<file path="src/le_channel_select_csa2_unit_defines.svh">
// Assertion macros shared by the channel selection block.
// Needs clk_i and rst_ni in the scope of each module that uses them.
`ifndef LE_CHANNEL_SELECT_CSA2_UNIT_DEFINES_SVH
`define LE_CHANNEL_SELECT_CSA2_UNIT_DEFINES_SVH

// Plain property, checked at every rising clock edge outside reset.
`define LECS2_ASSERT(lbl, prop, msg) \
  lbl: assert property (@(posedge clk_i) disable iff (!rst_ni) (prop)) \
    else $error(msg);

// Same-cycle implication built on the macro above.
`define LECS2_ASSERT_IMP(lbl, ante, cons, msg) \
  `LECS2_ASSERT(lbl, (ante) |-> (cons), msg)

`endif

</file>
<file path="src/lecs2_pkg.sv">
// Constants, types and the hop round function of the channel selection block.
// No dependencies; every other file but the defines header refers to it by scoped names.
package lecs2_pkg;

  localparam int unsigned NUM_CHANNELS = 37;
  localparam int unsigned MAP_W        = 37;
  localparam int unsigned CHAN_W       = 6;
  localparam int unsigned USED_W       = $clog2(NUM_CHANNELS + 1);
  localparam int unsigned NUM_GROUPS   = (NUM_CHANNELS + 7) / 8;
  localparam int unsigned CFG_IDX_W    = 1;
  localparam int unsigned CFG_DATA_W   = 37;
  localparam int unsigned AA_W         = 32;
  localparam int unsigned WORD_W       = 16;

  // Reciprocal for the remainder by NUM_CHANNELS of a 16-bit value.
  localparam int unsigned RECIP_SHIFT  = 22;
  localparam int unsigned RECIP_W      = 23;
  localparam int unsigned RECIP        = ((2 ** RECIP_SHIFT) + NUM_CHANNELS - 1) / NUM_CHANNELS;
  localparam int unsigned PROD_W       = WORD_W + RECIP_W;
  localparam int unsigned QUOT_W       = PROD_W - RECIP_SHIFT;

  typedef enum logic [CFG_IDX_W-1:0] {
    CFG_ACCESS_ADDRESS = 1'b0,
    CFG_CHANNEL_MAP    = 1'b1
  } cfg_reg_e;

  typedef logic [USED_W-1:0] rank_t;

  typedef struct packed {
    logic [NUM_CHANNELS-1:0][USED_W-1:0] rank;
    logic [USED_W-1:0]                   used;
  } map_info_t;

  // One hop round: reverse the bits of each byte, then 17 * x + id mod 2^16.
  function automatic logic [WORD_W-1:0] hop_round(input logic [WORD_W-1:0] x,
                                                  input logic [WORD_W-1:0] id);
    logic [WORD_W-1:0] r;
    for (int i = 0; i < 8; i++) begin
      r[7 - i]  = x[i];
      r[15 - i] = x[8 + i];
    end
    return r + {r[WORD_W-5:0], 4'b0000} + id;
  endfunction

endpackage

</file>
<file path="src/lecs2_if.sv">
// Valid/ready channel interfaces for the channel selection block.
// Depends on lecs2_pkg for field widths.
interface lecs2_in_if;
  logic                          valid;
  logic                          ready;
  logic [lecs2_pkg::WORD_W-1:0]  event_counter;

  modport source (output valid, output event_counter, input ready);
  modport sink   (input valid, input event_counter, output ready);
endinterface

interface lecs2_out_if;
  logic                          valid;
  logic                          ready;
  logic [lecs2_pkg::CHAN_W-1:0]  channel;
  logic                          map_error;

  modport source (output valid, output channel, output map_error, input ready);
  modport sink   (input valid, input channel, input map_error, output ready);
endinterface

</file>
<file path="src/lecs2_map_prep.sv">
// Derives the used-channel count and the rank of every channel from the map.
// Depends on lecs2_pkg; three register levels, refreshed every cycle.
module lecs2_map_prep (
  input  logic                                clk_i,
  input  logic [lecs2_pkg::NUM_CHANNELS-1:0]  used_map_i,
  output lecs2_pkg::map_info_t                info_o
);

  localparam int unsigned PAD_W = lecs2_pkg::NUM_GROUPS * 8;

  logic [PAD_W-1:0]                              pad;
  logic [PAD_W-1:0][2:0]                         pc_d, pc_q;
  logic [lecs2_pkg::NUM_GROUPS-1:0][3:0]         gc_d, gc_q;
  logic [lecs2_pkg::NUM_GROUPS-1:0][lecs2_pkg::USED_W-1:0] base_d, base_q;
  logic [lecs2_pkg::USED_W-1:0]                  used_d, used_q;
  lecs2_pkg::map_info_t                          info_d, info_q;

  assign pad = PAD_W'(used_map_i);

  // Level one: counts inside each byte-wide group.
  always_comb begin
    logic [3:0] cnt;
    for (int g = 0; g < lecs2_pkg::NUM_GROUPS; g++) begin
      cnt = '0;
      for (int b = 0; b < 8; b++) begin
        pc_d[g * 8 + b] = cnt[2:0];
        cnt = cnt + 4'(pad[g * 8 + b]);
      end
      gc_d[g] = cnt;
    end
  end

  // Level two: running group bases and the total.
  always_comb begin
    logic [lecs2_pkg::USED_W-1:0] acc;
    acc = '0;
    for (int g = 0; g < lecs2_pkg::NUM_GROUPS; g++) begin
      base_d[g] = acc;
      acc = acc + lecs2_pkg::USED_W'(gc_q[g]);
    end
    used_d = acc;
  end

  // Level three: rank of each channel among the used ones.
  always_comb begin
    for (int c = 0; c < lecs2_pkg::NUM_CHANNELS; c++) begin
      info_d.rank[c] = base_q[c >> 3] + lecs2_pkg::USED_W'(pc_q[c]);
    end
    info_d.used = used_q;
  end

  always_ff @(posedge clk_i) begin
    pc_q   <= pc_d;
    gc_q   <= gc_d;
    base_q <= base_d;
    used_q <= used_d;
    info_q <= info_d;
  end

  assign info_o = info_q;

endmodule

</file>
<file path="src/le_channel_select_csa2_unit.sv">
// Top level of the LE channel selection algorithm #2 block.
// Depends on lecs2_pkg, lecs2_if.sv, lecs2_map_prep and the defines header.
//
//   Channel  Direction  Payload                      Handshake
//   req_i    in         event_counter[15:0]          valid/ready
//   rsp_o    out        channel[5:0], map_error      valid/ready
//   cfg      in         cfg_idx_i, cfg_wdata_i[36:0] cfg_we_i, no wait
//
// One item enters per cycle unless a stall at the output backs up to the input.
// Its result moves through the stages in order and waits in the output register.
// The six stages are three hop rounds, the reciprocal multiply, the remainder
// with the rank match, and the final selection.
// Reset clears the valid bits and loads the registers with access address 0
// and a full channel map. A stall at the output holds the full stages behind
// it, while empty stages keep filling, so no item is lost or repeated.
// Map-derived ranks trail a map write through the lecs2_map_prep registers, and
// are read first in stage four, so an item may follow a write in the next cycle.
`include "le_channel_select_csa2_unit_defines.svh"

module le_channel_select_csa2_unit (
  input  logic                                clk_i,
  input  logic                                rst_ni,
  input  logic                                cfg_we_i,
  input  logic [lecs2_pkg::CFG_IDX_W-1:0]     cfg_idx_i,
  input  logic [lecs2_pkg::CFG_DATA_W-1:0]    cfg_wdata_i,
  lecs2_in_if.sink                            req_i,
  lecs2_out_if.source                         rsp_o
);

  localparam int unsigned NUM_STAGES = 6;
  localparam int unsigned EXT_W      = 2 ** lecs2_pkg::CHAN_W;
  localparam int unsigned W          = lecs2_pkg::WORD_W;
  localparam int unsigned SCALED_W   = lecs2_pkg::USED_W + W;

  // Configuration registers.
  logic [lecs2_pkg::AA_W-1:0]   access_address_q;
  logic [lecs2_pkg::MAP_W-1:0]  channel_map_q;
  logic [W-1:0]                 chan_id;

  always_ff @(posedge clk_i or negedge rst_ni) begin
    if (!rst_ni) begin
      access_address_q <= '0;
      channel_map_q    <= '1;
    end else if (cfg_we_i) begin
      unique case (lecs2_pkg::cfg_reg_e'(cfg_idx_i))
        lecs2_pkg::CFG_ACCESS_ADDRESS: begin
          access_address_q <= cfg_wdata_i[lecs2_pkg::AA_W-1:0];
        end
        lecs2_pkg::CFG_CHANNEL_MAP: begin
          channel_map_q <= cfg_wdata_i[lecs2_pkg::MAP_W-1:0];
        end
      endcase
    end
  end

  // The channel identifier folds the access address into 16 bits.
  assign chan_id = access_address_q[31:16] ^ access_address_q[15:0];

  // Channels past the end of the map count as unused.
  logic [lecs2_pkg::NUM_CHANNELS-1:0] used_map;
  logic [EXT_W-1:0]                   map_ext;

  for (genvar c = 0; c < lecs2_pkg::NUM_CHANNELS; c++) begin : g_used
    if (c < lecs2_pkg::MAP_W) begin : g_in
      assign used_map[c] = channel_map_q[c];
    end else begin : g_out
      assign used_map[c] = 1'b0;
    end
  end

  assign map_ext = EXT_W'(used_map);

  lecs2_pkg::map_info_t info;

  lecs2_map_prep u_map_prep (
    .clk_i      (clk_i),
    .used_map_i (used_map),
    .info_o     (info)
  );

  // Stall control: a stage may load when it is empty or the next one loads.
  logic [NUM_STAGES-1:0] valid_q;
  logic [NUM_STAGES:0]   en;

  always_comb begin
    en[NUM_STAGES] = rsp_o.ready;
    for (int k = NUM_STAGES - 1; k >= 0; k--) begin
      en[k] = !valid_q[k] || en[k + 1];
    end
  end

  assign req_i.ready = en[0];

  always_ff @(posedge clk_i or negedge rst_ni) begin
    if (!rst_ni) begin
      valid_q <= '0;
    end else begin
      if (en[0]) begin
        valid_q[0] <= req_i.valid;
      end
      for (int k = 1; k < NUM_STAGES; k++) begin
        if (en[k]) begin
          valid_q[k] <= valid_q[k - 1];
        end
      end
    end
  end

  // Stages one to three: the three hop rounds, whitened by the identifier.
  logic [W-1:0] x1_q, x2_q, prn_q;

  always_ff @(posedge clk_i) begin
    if (en[0]) begin
      x1_q <= lecs2_pkg::hop_round(req_i.event_counter ^ chan_id, chan_id);
    end
    if (en[1]) begin
      x2_q <= lecs2_pkg::hop_round(x1_q, chan_id);
    end
    if (en[2]) begin
      prn_q <= lecs2_pkg::hop_round(x2_q, chan_id) ^ chan_id;
    end
  end

  // Stage four: reciprocal product for the remainder, and the remap index.
  logic [lecs2_pkg::PROD_W-1:0]     prod_q;
  logic [W-1:0]                     prn4_q;
  logic [lecs2_pkg::USED_W-1:0]     idx_q;
  logic [SCALED_W-1:0]              scaled;

  assign scaled = SCALED_W'(info.used) * SCALED_W'(prn_q);

  always_ff @(posedge clk_i) begin
    if (en[3]) begin
      prod_q <= lecs2_pkg::PROD_W'(prn_q) * lecs2_pkg::PROD_W'(lecs2_pkg::RECIP);
      prn4_q <= prn_q;
      idx_q  <= scaled[SCALED_W-1:W];
    end
  end

  // Stage five: the unmapped channel and the channel whose rank is the index.
  logic [lecs2_pkg::QUOT_W-1:0]       quot;
  logic [W-1:0]                       rem_raw;
  logic [W-1:0]                       rem_fix;
  logic [lecs2_pkg::CHAN_W-1:0]       unmapped_q;
  logic [lecs2_pkg::NUM_CHANNELS-1:0] hit_d, hit_q;

  assign quot    = prod_q[lecs2_pkg::PROD_W-1:lecs2_pkg::RECIP_SHIFT];
  assign rem_raw = prn4_q - W'(quot * W'(lecs2_pkg::NUM_CHANNELS));
  assign rem_fix = (rem_raw >= W'(lecs2_pkg::NUM_CHANNELS))
                   ? rem_raw - W'(lecs2_pkg::NUM_CHANNELS) : rem_raw;

  always_comb begin
    for (int c = 0; c < lecs2_pkg::NUM_CHANNELS; c++) begin
      hit_d[c] = used_map[c] && (info.rank[c] == idx_q);
    end
  end

  always_ff @(posedge clk_i) begin
    if (en[4]) begin
      unmapped_q <= rem_fix[lecs2_pkg::CHAN_W-1:0];
      hit_q      <= hit_d;
    end
  end

  // Stage six: keep the unmapped channel if used, else remap, or flag an empty map.
  logic [lecs2_pkg::CHAN_W-1:0] remap_chan;
  logic [lecs2_pkg::CHAN_W-1:0] chan_d, chan_q;
  logic                         err_d, err_q;
  logic                         out_valid;

  always_comb begin
    remap_chan = '0;
    for (int c = 0; c < lecs2_pkg::NUM_CHANNELS; c++) begin
      if (hit_q[c]) begin
        remap_chan = remap_chan | lecs2_pkg::CHAN_W'(c);
      end
    end
  end

  always_comb begin
    err_d = 1'b0;
    priority if (map_ext[unmapped_q]) begin
      chan_d = unmapped_q;
    end else if (info.used == '0) begin
      chan_d = '0;
      err_d  = 1'b1;
    end else begin
      chan_d = remap_chan;
    end
  end

  always_ff @(posedge clk_i) begin
    if (en[5]) begin
      chan_q <= chan_d;
      err_q  <= err_d;
    end
  end

  assign out_valid       = valid_q[NUM_STAGES-1];
  assign rsp_o.valid     = out_valid;
  assign rsp_o.channel   = chan_q;
  assign rsp_o.map_error = err_q;

  // An error result always carries channel zero.
  `LECS2_ASSERT_IMP(a_err_chan_zero, out_valid && err_q, chan_q == '0, "error with a channel")
  // Every good result names a channel that the map marks as used.
  `LECS2_ASSERT_IMP(a_chan_used, out_valid && !err_q, map_ext[chan_q], "channel not in map")
  // Ranks are distinct, so at most one channel matches the remap index.
  `LECS2_ASSERT_IMP(a_hit_onehot, valid_q[4], $onehot0(hit_q), "several remap hits")
  // The error flag is raised exactly when the map is empty.
  `LECS2_ASSERT_IMP(a_err_iff_empty, out_valid, err_q == (info.used == '0), "bad error flag")

endmodule
</file>
<file path="src/flat_wrapper.sv">
// flat-port wrapper written by rule: the top's interface ports become plain ports
module le_channel_select_csa2_unit_flat 
  (clk_i, rst_ni, cfg_we_i, cfg_idx_i, cfg_wdata_i, req_i_valid, req_i_event_counter, req_i_ready, rsp_o_valid, rsp_o_channel, rsp_o_map_error, rsp_o_ready);
  lecs2_in_if req_i_i ();
  lecs2_out_if rsp_o_i ();
  input  logic clk_i;
  input  logic rst_ni;
  input  logic cfg_we_i;
  input  logic [lecs2_pkg::CFG_IDX_W-1:0] cfg_idx_i;
  input  logic [lecs2_pkg::CFG_DATA_W-1:0] cfg_wdata_i;
  input wire logic [$bits(req_i_i.valid)-1:0] req_i_valid;
  input wire logic [$bits(req_i_i.event_counter)-1:0] req_i_event_counter;
  output wire logic [$bits(req_i_i.ready)-1:0] req_i_ready;
  output wire logic [$bits(rsp_o_i.valid)-1:0] rsp_o_valid;
  output wire logic [$bits(rsp_o_i.channel)-1:0] rsp_o_channel;
  output wire logic [$bits(rsp_o_i.map_error)-1:0] rsp_o_map_error;
  input wire logic [$bits(rsp_o_i.ready)-1:0] rsp_o_ready;
  assign req_i_i.valid = req_i_valid;
  assign req_i_i.event_counter = req_i_event_counter;
  assign req_i_ready = req_i_i.ready;
  assign rsp_o_valid = rsp_o_i.valid;
  assign rsp_o_channel = rsp_o_i.channel;
  assign rsp_o_map_error = rsp_o_i.map_error;
  assign rsp_o_i.ready = rsp_o_ready;
  le_channel_select_csa2_unit u_core (.clk_i(clk_i), .rst_ni(rst_ni), .cfg_we_i(cfg_we_i), .cfg_idx_i(cfg_idx_i), .cfg_wdata_i(cfg_wdata_i), .req_i(req_i_i), .rsp_o(rsp_o_i));
endmodule
</file>
<file path="config.mk">
export PLATFORM = sky130hd
export DESIGN_NAME = le_channel_select_csa2_unit_flat
export DESIGN_NICKNAME = d
export VERILOG_FILES = /design/src/lecs2_pkg.sv /design/src/lecs2_if.sv /design/src/lecs2_map_prep.sv /design/src/le_channel_select_csa2_unit.sv /design/src/flat_wrapper.sv
export VERILOG_INCLUDE_DIRS = /design/src /design/src/src
export SDC_FILE = /design/constraint.sdc
export NUM_CORES = 1
export LEC_CHECK = 0
export CORE_AREA = 5 5 260 262
export CTS_BUF_LIST = sky130_fd_sc_hd__clkbuf_16
export DETAILED_ROUTE_END_ITERATION = 16
export DIE_AREA = 0 0 265 267
export DONT_BUFFER_PORTS = 1
export PLACE_DENSITY_LB_ADDON = 0.3
export SYNTH_ARGS = -nofsm -noshare
export SYNTH_HDL_FRONTEND = slang
export SYNTH_SLANG_ARGS = --single-unit
</file>
<file path="constraint.sdc">
create_clock -name clk_i -period 6.3 [get_ports clk_i]
set_input_delay 0.945 -clock clk_i [delete_from_list [all_inputs] [get_ports clk_i]]
set_output_delay 0.945 -clock clk_i [all_outputs]
set_load 0.005 [all_outputs]
</file>
==> results by group, run 1 <==
Status
  – Run status: completed

GRT
  – Largest net degree at the start of global routing: 44
  – Remaining global-route overflow: 0
  – First-pass GRT wire length: 119000 µm
  – Antenna violations before repair: 1
  – Vias in the first global route: 21500
  – Total Routing Usage GR: 0.210

Route
  – Total wire length: 72900 µm
  – TritonRoute pass-1 iters: 5
  – Via count: 19900
  – Remaining DRCs: 0
  – Iter 0 DRT Violations: 1025
  – Drt wl/cell: 19.1 µm
  – ANT nets after route: 0
  – Drt via density: 5.21

Layout
  – Ant. Diodes: 0
  – Util after Layout: 0.537
  – Reg area: 12200 µm²
  – Non-filler cells, final: 3816
  – Fill count: 5588
  – Nets@finish: 3546
  – Area occupied by multi-input gates: 17900 µm²
  – Share of post-route cells with drive strength above 1: 0.0847
  – Area Growth Syn to Fin: 9.01%

Synth
  – Area share of fa/ha/maj cells after synthesis: 0.281
  – Compound-cell area share of the yosys netlist: 0.0534
  – Seq/Total Area, Yosys: 0.379
  – Post-Synth XOR/XNOR Area: 0.118
  – Post-synth ARST share: 0.144
  – Cell variety after synth: 76
  – Synth Cell Area: 32100 µm²
  – Mux cell area share after synthesis: 0.0331
  – Synthesized flop and latch total: 521
  – Combinational family with the most area after synthesis: adder cells
  – Synthesized area per cell: 11.2 µm²
  – Post-Synthesis Net Count: 3515
  – Cells after synthesis: 2875
  – Synth warn: 0
  – EDFF count, synth: 130
  – Synth Flop Type: dfxtp_1
  – Post-Synth Simple-Gate Area: 0.0722

Floorplanning
  – Area of the core: 65200 µm²
  – Total die area: 70800 µm²
  – Initial cell density of the core: 0.492
  – DIE HEIGHT: 267 µm
  – Die Span X: 265 µm
  – Top-level I/O count: 68
  – Row cnt: 94

Clock tree
  – H-tree levels: 2
  – Worst skew pair latency: 0.64 ns
  – Max Buffers Root-to-Sink: 3
  – CTS tree: done
  – TritonCTS Buffers: 55
  – Clk pin slew, worst setup/hold paths: 0.07 ns
  – Postcts setup bufs: 0
  – CTS sink cnt: 521
  – CTS Root Cell: clkbuf_16

STA
  – Slew HR: 0.258
  – Final period util: 0.902
  – Period minus WS final: 5.68 ns
  – Total Neg Setup Slack: 0 ns
  – Final Hold Fails: 0
  – Worst Max-Slew Pin Slew: 1.11 ns
  – RSZ-0062 raised after global routing: no
  – Worst setup margin: 0.618 ns
  – Final Max Slew Viols: 0
  – Clock Skews: 0.0758 ns
  – Final setup vio count: 0
  – Fmax: 176 MHz

Critical path
  – WP data required: 6.63 ns
  – CP delay by family, top: adder cells
  – Worst path depth: 21
  – Worst reg2reg path depth: 21
  – Worst setup EP type: flop
  – Slowest-stage cell, CP: edfxtp_1
  – Critical path arrival: 6.01 ns
  – Slowest Stage Delay on Critical Path: 0.68 ns
  – CP cell instances: inv_1 > fa_1 > inv_1 > ha_1 > inv_1 > fa_1 > inv_1 > fa_1 > inv_1 > fa_1 > inv_1 > ha_1 > and4_1 > o211ai_1 > o221ai_1 > nand2_1 > a31oi_1 > o41ai_1 > buf_4 > o21bai_1 > xor2_1
  – Cell repeated most along the worst path: inv_1
  – Critical path class: flop to flop
  – Crit Path Max Fanout: 13
  – Worst setup SP type: flop
  – Buf+Inv Stages, Crit Path: 7

Min path
  – Worst Hold Class: primary input to asynchronous set/reset pin

Placed design
  – DPL Wire Length: 56400 µm
  – Routability Congestion: 0.887
  – Port bufs: 0
  – Pre-CTS setup slack: 0.671 ns
  – DP Cell Count: 3712

Run
  – Max-cap violations: 0
metal layers:
layer / routed length [µm] / GRT usage / part of all wire
met5: 13 / 0 / 0.00018
met4: 1720 / 0.0508 / 0.024
met3: 3970 / 0.0382 / 0.054
met2: 35500 / 0.363 / 0.49
met1: 31700 / 0.277 / 0.44
flip-flops by register name, summed over array words and instances, names as in the netlist, 11 cells and up:
signal and count:
u_core.x1_q 16, u_core.access_address_q 32, u_core.prn_q 16, u_core.channel_map_q 37, u_core.hit_q 36, u_core.prod_q 11, u_core.u_map_prep.pc_q 81, u_core.u_map_prep.gc_q 20
u_core.u_map_prep.base_q 21, u_core.x2_q 16, u_core.prn4_q 16, u_core.u_map_prep.info_o 188
what timing repair did:
| action | CTS | global route |
|---|---|---|
| endpoints found under the hold margin | 37 | 0 |
| hold buffers | 1 | 0 |
| gates resized for setup | 0 | 0 |
cell usage after synthesis, drive strengths merged, types with 3 or more instances:
cell,instances,area share
a211o,3,0.00082
a211oi,12,0.0028
a21o,45,0.011
a21oi,74,0.012
a22o,4,0.0011
a311oi,4,0.0011
a31o,7,0.0019
a31oi,4,0.00078
and2,20,0.0040
and3,11,0.0023
buf,16,0.0019
clkbuf,38,0.0044
dfrtp,38,0.030
dfstp,37,0.030
dfxtp,316,0.20
edfxtp,130,0.12
fa,232,0.14
ha,349,0.14
inv,493,0.058
mux2,70,0.025
mux4,11,0.0077
nand2,150,0.018
nand2b,11,0.0021
nand3,42,0.0066
nand4,35,0.0068
nor2,62,0.0073
nor2b,28,0.0055
nor3,26,0.0041
nor4,37,0.0079
nor4b,9,0.0025
o2111ai,4,0.0011
o211ai,9,0.0021
o21a,14,0.0033
o21ai,40,0.0062
o21bai,7,0.0016
o31ai,5,0.0013
o41ai,4,0.0011
or2,6,0.0012
or3,10,0.0019
or4,5,0.0012
xnor2,281,0.077
xor2,147,0.040
layout by cell type, fill, tap and decap left out, types with 5 or more instances in the layout:
cell / count
a211oi_1: 12
a21o_1: 45
a21oi_1: 74
a31o_2: 5
and2_1: 19
and3_1: 10
buf_4: 27
clkbuf_16: 57
clkinv_1: 11
clkinv_2: 14
dfrtp_1: 38
dfstp_2: 37
dfxtp_1: 316
edfxtp_1: 130
fa_1: 232
ha_1: 349
inv_1: 501
mux2_2: 69
mux4_2: 11
nand2_1: 146
nand2b_1: 11
nand3_1: 41
nand4_1: 35
nor2_1: 62
nor2b_1: 27
nor3_1: 26
nor4_1: 35
nor4b_1: 9
o211ai_1: 9
o21a_1: 14
o21ai_0: 37
o21bai_1: 7
or3_1: 10
or4_1: 5
xnor2_1: 281
xor2_1: 147
stage by stage:
step,area (µm²),hold slack [ns]
after global routing,35000,0.0326
after floorplan,32100,0.310
after CTS,35000,0.0271
after global placement,33200,0.310
after detailed placement,33200,0.312
final,35000,0.0693
cell type report:
type / instances / share of cell area
multi-input combinational: 1807 / 0.511
sequential: 521 / 0.347
tap: 864 / 0.0309
clock inverter: 46 / 0.0101
inverter: 493 / 0.0529
timing repair buffer: 28 / 0.00637
clock buffer: 57 / 0.0408
final timing paths:
kind	from	to	slack [ns]
max in group asynchronous	rst_ni	u_core.valid_q[5]$_DFFE_PN0P_	5.91
worst max register to register	u_core.prn_q[3]$_DFFE_PP_	u_core.prod_q[31]$_DFFE_PP_	0.62
min in group clk_i	u_core.u_map_prep.used_q[0]$_DFF_P_	u_core.u_map_prep.info_o[0]$_DFF_P_	0.29
worst max-delay path	u_core.prn_q[3]$_DFFE_PP_	u_core.prod_q[31]$_DFFE_PP_	0.62
worst min-delay path	rst_ni	u_core.valid_q[2]$_DFFE_PN0P_	0.07
worst min register to register	u_core.u_map_prep.used_q[0]$_DFF_P_	u_core.u_map_prep.info_o[0]$_DFF_P_	0.29
cell families after synthesis:
group,after synthesis
mux,83
simple gates,457
xor+xnor,429
buf+inv,547
flops,521
compound gates,257
fa+ha+maj,581
Power of run 1 is left out: the tool's default activity adds up to more than one toggle a clock period on the data nets, which glitch-free logic cannot reach.
==> run 2, diff against run 1 <==
--- a/config.mk
+++ b/config.mk
@@ -6,10 +6,10 @@
 export SDC_FILE = /design/constraint.sdc
 export NUM_CORES = 1
 export LEC_CHECK = 0
-export CORE_AREA = 5 5 260 262
+export CORE_AREA = 5 5 290 292
 export CTS_BUF_LIST = sky130_fd_sc_hd__clkbuf_16
 export DETAILED_ROUTE_END_ITERATION = 16
-export DIE_AREA = 0 0 265 267
+export DIE_AREA = 0 0 295 297
 export DONT_BUFFER_PORTS = 1
 export PLACE_DENSITY_LB_ADDON = 0.3
 export SYNTH_ARGS = -nofsm -noshare
==> run 2 against run 1 <==
  * Critical path type unchanged
  * Critical path depth is 1 lower
  * Clock skew is 0.017 ns lower
  * Maximum frequency is 1.5% lower
  * Global-route usage is 4.4 points lower
==> results by group, run 2 (synthesized netlist as in run 1, its figures left out) <==
Placed design
  – DP Area: 33500 µm²
  – Routability Congestion: 0.842
  – Port bufs: 0
  – DPL Wire Length: 55000 µm
  – Pre-CTS setup slack: 0.489 ns

Status
  – Run status: completed

Clock tree
  – Postcts setup bufs: 0
  – CTS sink cnt: 521
  – Number of gates resized after cts: 0
  – Clk pin slew, worst setup/hold paths: 0.06 ns
  – CTS Root Cell: clkbuf_16
  – Max Buffers Root-to-Sink: 3
  – Worst skew pair latency: 0.65 ns
  – CTS tree: done
  – TritonCTS Buffers: 57
  – H-tree levels: 2

Floorplanning
  – Row cnt: 105
  – Initial cell density of the core: 0.395
  – DIE HEIGHT: 297 µm
  – Area of the core: 81300 µm²
  – Top-level I/O count: 68
  – Die Span X: 295 µm
  – Total die area: 87600 µm²

Critical path
  – Slowest-stage cell, CP: edfxtp_1
  – CP delay by family, top: adder cells
  – WP data required: 6.64 ns
  – Critical path class: flop to flop
  – CP cell instances: inv_1 > fa_1 > inv_1 > ha_1 > inv_1 > fa_1 > inv_1 > fa_1 > inv_1 > fa_1 > inv_1 > ha_1 > and4_1 > a21oi_1 > o221ai_1 > nand2_1 > a31oi_1 > o41ai_1 > o21bai_1 > xor2_1
  – Worst setup SP type: flop
  – Crit Path Max Fanout: 13
  – Worst setup EP type: flop
  – Cell repeated most along the worst path: inv_1
  – Slowest Stage Delay on Critical Path: 0.71 ns
  – Critical path arrival: 6.11 ns
  – Buf+Inv Stages, Crit Path: 6

STA
  – Final setup vio count: 0
  – Slew HR: 0.210
  – Worst setup margin: 0.531 ns
  – RSZ-0062 raised after global routing: no
  – Clock Skews: 0.0588 ns
  – Worst Max-Slew Pin Slew: 1.18 ns
  – Final Hold Fails: 0
  – Total Neg Setup Slack: 0 ns
  – Period minus WS final: 5.77 ns
  – Final Max Slew Viols: 0
  – Fmax: 173 MHz
  – Final period util: 0.916

Min path
  – Worst Hold Class: primary input to asynchronous set/reset pin

Layout
  – Share of post-route cells with drive strength above 1: 0.0851
  – Post-route cell area: 35400 µm²
  – Commonest non-fill, non-tap cells in the layout: inv_1 (509), ha_1 (349), dfxtp_1 (316)
  – Nets@finish: 3552
  – Most common cell after layout, fill and taps aside: inv_1
  – Area Growth Syn to Fin: 10.2%
  – Max FFs per register: 188
  – Ant. Diodes: 0

GRT
  – First-pass GRT wire length: 114000 µm
  – Antenna violations before repair: 2
  – Vias in the first global route: 19900
  – Largest net degree at the start of global routing: 44
  – Remaining global-route overflow: 0
  – Total Routing Usage GR: 0.166

Route
  – ANT nets after route: 0
  – Drt wl/cell: 17.9 µm
  – Remaining DRCs: 0
  – Iter 0 DRT Violations: 917
  – Via count: 19300
  – TritonRoute pass-1 iters: 5
  – Total wire length: 72300 µm
  – Drt via density: 4.79

Run
  – Max-cap violations: 0
run 2: changes by cell type in the layout (fill, tap and decap cells not counted), sizes merged:
| cell | change |
|---|---|
| clkbuf | +2 |
| dlygate4sd3 | +1 |
| clkinv | -4 |
| inv | +6 |
| bufinv | +1 |
| buf | +3 |
run 2: cell type report:
cell class              count  area [µm²]
clock inverters            49         383
clock buffers              59        1480
multi-input cells        1807       17900
fillers                  7652       46000
well taps                1070        1340
inverters                 493        1850
repair buffers             32         263
flip-flops and latches    521       12200
run 2: metal layers:
layer | vias to the layer above | track usage | share of wire
met5 | - | 0 | 0.00014
met2 | 333 | 0.258 | 0.45
met1 | 9406 | 0.239 | 0.48
li1 | 9473 | - | -
met3 | 78 | 0.0352 | 0.052
met4 | 2 | 0.0396 | 0.020
run 2: worst register-to-register path, stage by stage, from the launching register on:
cell and delay [ns]:
edfxtp_1 0.71, inv_1 0.15, fa_1 0.56, inv_1 0.04, ha_1 0.26, inv_1 0.05
fa_1 0.53, inv_1 0.05, fa_1 0.52, inv_1 0.05, fa_1 0.52, inv_1 0.04
ha_1 0.30, and4_1 0.21, a21oi_1 0.14, o221ai_1 0.16, nand2_1 0.12, a31oi_1 0.15
o41ai_1 0.61, o21bai_1 0.16, xor2_1 0.17
run 2: repair_timing:
action / CTS / global route
hold endpoints to repair: 36 / 0
setup endpoints to repair: 0 / 0
hold buffers: 2 / 0
run 2: path summary, 6_finish.rpt:
path | startpoint | cells past startpoint | to | slack (ns)
min in group clk_i | u_core.u_map_prep.used_q[1]$_DFF_P_ | 0 | u_core.u_map_prep.info_o[1]$_DFF_P_ | 0.31
max in group asynchronous | rst_ni | 1 | u_core.valid_q[1]$_DFFE_PN0P_ | 5.36
min | rst_ni | 1 | u_core.access_address_q[12]$_DFFE_PN0P_ | 0.14
min reg2reg | u_core.u_map_prep.used_q[1]$_DFF_P_ | 0 | u_core.u_map_prep.info_o[1]$_DFF_P_ | 0.31
max | u_core.prn_q[3]$_DFFE_PP_ | 20 | u_core.prod_q[31]$_DFFE_PP_ | 0.53
max reg2reg | u_core.prn_q[3]$_DFFE_PP_ | 20 | u_core.prod_q[31]$_DFFE_PP_ | 0.53
run 2: stage by stage:
| step | std cells | hold WS (ns) | util |
|---|---|---|---|
| after floorplan | 2875 | 0.310 | - |
| after global placement | 3921 | 0.310 | 0.411 |
| after detailed placement | 3921 | 0.312 | 0.411 |
| after CTS | 4031 | 0.0949 | 0.435 |
| after global routing | 4031 | 0.102 | 0.435 |
| final | 4031 | 0.140 | 0.435 |
Power of run 2 is left out for the same reason.
==> run 3, diff against run 2 <==
--- a/config.mk
+++ b/config.mk
@@ -6,10 +6,10 @@
 export SDC_FILE = /design/constraint.sdc
 export NUM_CORES = 1
 export LEC_CHECK = 0
-export CORE_AREA = 5 5 290 292
+export CORE_AREA = 5 5 221 223
 export CTS_BUF_LIST = sky130_fd_sc_hd__clkbuf_16
 export DETAILED_ROUTE_END_ITERATION = 16
-export DIE_AREA = 0 0 295 297
+export DIE_AREA = 0 0 226 228
 export DONT_BUFFER_PORTS = 1
 export PLACE_DENSITY_LB_ADDON = 0.3
 export SYNTH_ARGS = -nofsm -noshare
==> constraint.sdc (replaced) <==
create_clock -name clk_i -period 6.78 [get_ports clk_i]
set_input_delay 1.017 -clock clk_i [delete_from_list [all_inputs] [get_ports clk_i]]
set_output_delay 1.017 -clock clk_i [all_outputs]
set_load 0.005 [all_outputs]
==> run 3 against run 2 <==
  * Clock skew is 0.0013 ns higher
  * First-iteration DRC count is 63% higher
  * Design area is 2.1% lower
  * Via count increased by 5.1%
==> results by group, run 3 (synthesized netlist as in run 1, its figures left out) <==
STA
  – Total Neg Setup Slack: 0 ns
  – Final Max Slew Viols: 0
  – Final Hold Fails: 0
  – RSZ-0062 raised after global routing: no
  – Period minus WS final: 6.06 ns
  – Worst Max-Slew Pin Slew: 1.10 ns
  – Final period util: 0.894
  – Slew HR: 0.266
  – Final setup vio count: 0
  – Clock Skews: 0.0602 ns
  – Fmax: 165 MHz

Floorplanning
  – Die Span X: 226 µm
  – DIE HEIGHT: 228 µm
  – Row cnt: 79
  – Area of the core: 46400 µm²
  – Total die area: 51500 µm²
  – Top-level I/O count: 68
  – Initial cell density of the core: 0.692

GRT
  – Largest net degree at the start of global routing: 76
  – Vias in the first global route: 21700
  – Remaining global-route overflow: 0
  – Total Routing Usage GR: 0.286
  – First-pass GRT wire length: 117000 µm
  – Antenna violations before repair: 1

Placed design
  – DPL Wire Length: 54400 µm
  – Port bufs: 0
  – Routability Congestion: 0.912

Critical path
  – CP cell instances: inv_1 > fa_1 > fa_1 > inv_1 > fa_1 > fa_1 > inv_1 > fa_1 > inv_1 > ha_1 > a21o_1 > a21oi_1 > nor2b_1 > o211ai_1 > a31oi_1 > o41ai_1 > o21bai_1 > xor2_1
  – Crit Path Max Fanout: 12
  – Worst setup EP type: flop
  – Slowest Stage Delay on Critical Path: 0.67 ns
  – Critical path arrival: 6.40 ns
  – Slowest-stage cell, CP: edfxtp_1
  – Buf+Inv Stages, Crit Path: 4
  – Worst setup SP type: flop
  – WP data required: 7.12 ns
  – Critical path class: flop to flop
  – Cell repeated most along the worst path: fa_1
  – CP delay by family, top: adder cells

Status
  – Run status: completed

Layout
  – Share of post-route cells with drive strength above 1: 0.0821
  – Area occupied by multi-input gates: 17900 µm²
  – Commonest non-fill, non-tap cells in the layout: inv_1 (500), ha_1 (349), dfxtp_1 (316)
  – Max FFs per register: 188
  – Reg area: 12200 µm²
  – Nets@finish: 3533
  – Most common cell after layout, fill and taps aside: inv_1
  – Area Growth Syn to Fin: 7.84%
  – Fill count: 2938

Min path
  – Worst Hold Class: primary input to asynchronous set/reset pin

Route
  – Drt wl/cell: 20.5 µm
  – ANT nets after route: 0
  – Drt via density: 5.72
  – Via count: 20300
  – TritonRoute pass-1 iters: 5
  – Remaining DRCs: 0
  – Iter 0 DRT Violations: 1496
  – Total wire length: 72600 µm

Run
  – Max-cap violations: 0

Clock tree
  – TritonCTS Buffers: 52
  – CTS tree: done
  – Max Buffers Root-to-Sink: 3
  – Cts hold-fix bufs: 0
  – Number of gates resized after cts: 0
  – Postcts setup bufs: 0
  – H-tree levels: 2
  – CTS Root Cell: clkbuf_16
  – Clk pin slew, worst setup/hold paths: 0.07 ns
  – CTS sink cnt: 521
  – Worst skew pair latency: 0.64 ns
[run 3: per-stage QoR]
| stage | hold WS [ns] | cell area (µm²) | worst slack [ns] | util | cells |
|---|---|---|---|---|---|
| 4_1_cts | 0.0399 | 34600 | 0.711 | 0.746 | 3544 |
| 2_1_floorplan | 0.310 | 32100 | 1.33 | - | 2875 |
| 3_3_place_gp | 0.310 | 32800 | 0.916 | 0.707 | 3446 |
| 3_5_place_dp | 0.312 | 32800 | 0.769 | 0.707 | 3446 |
| 5_1_grt | 0.0501 | 34600 | 0.281 | 0.746 | 3544 |
| 6_report | 0.0769 | 34600 | 0.719 | 0.746 | 3545 |
[run 3: cell type report]
| class | instances | area share |
|---|---|---|
| clock buffer | 54 | 0.0391 |
| multi-input combinational | 1807 | 0.517 |
| antenna | 1 | 0.0000723 |
| sequential | 521 | 0.351 |
| inverter | 493 | 0.0535 |
| tap | 607 | 0.0220 |
| timing repair buffer | 18 | 0.00391 |
| clock inverter | 44 | 0.0134 |
[run 3: worst paths after layout]
check	slack (ns)	end	cells after the start	from
hold reg to reg	0.32	u_core.u_map_prep.info_o[42]$_DFF_P_	0	u_core.u_map_prep.pc_q[18]$_DFF_P_
setup / recovery	0.72	u_core.prod_q[31]$_DFFE_PP_	18	u_core.prn_q[7]$_DFFE_PP_
max in group asynchronous	6.44	u_core.channel_map_q[36]$_DFFE_PN1P_	0	rst_ni
setup reg to reg	0.72	u_core.prod_q[31]$_DFFE_PP_	18	u_core.prn_q[7]$_DFFE_PP_
min in group clk_i	0.32	u_core.u_map_prep.info_o[42]$_DFF_P_	0	u_core.u_map_prep.pc_q[18]$_DFF_P_
hold / removal	0.08	u_core.access_address_q[26]$_DFFE_PN0P_	0	rst_ni
[run 3: per-layer routing]
layer | GRT usage | vias up | wire, µm
met3 | 0.0494 | 140 | 4980
met4 | 0.0842 | 0 | 2030
li1 | - | 9414 | -
met1 | 0.388 | 10100 | 30100
met5 | 0 | - | 0
met2 | 0.477 | 650 | 35600
Power of run 3 is left out for the same reason.
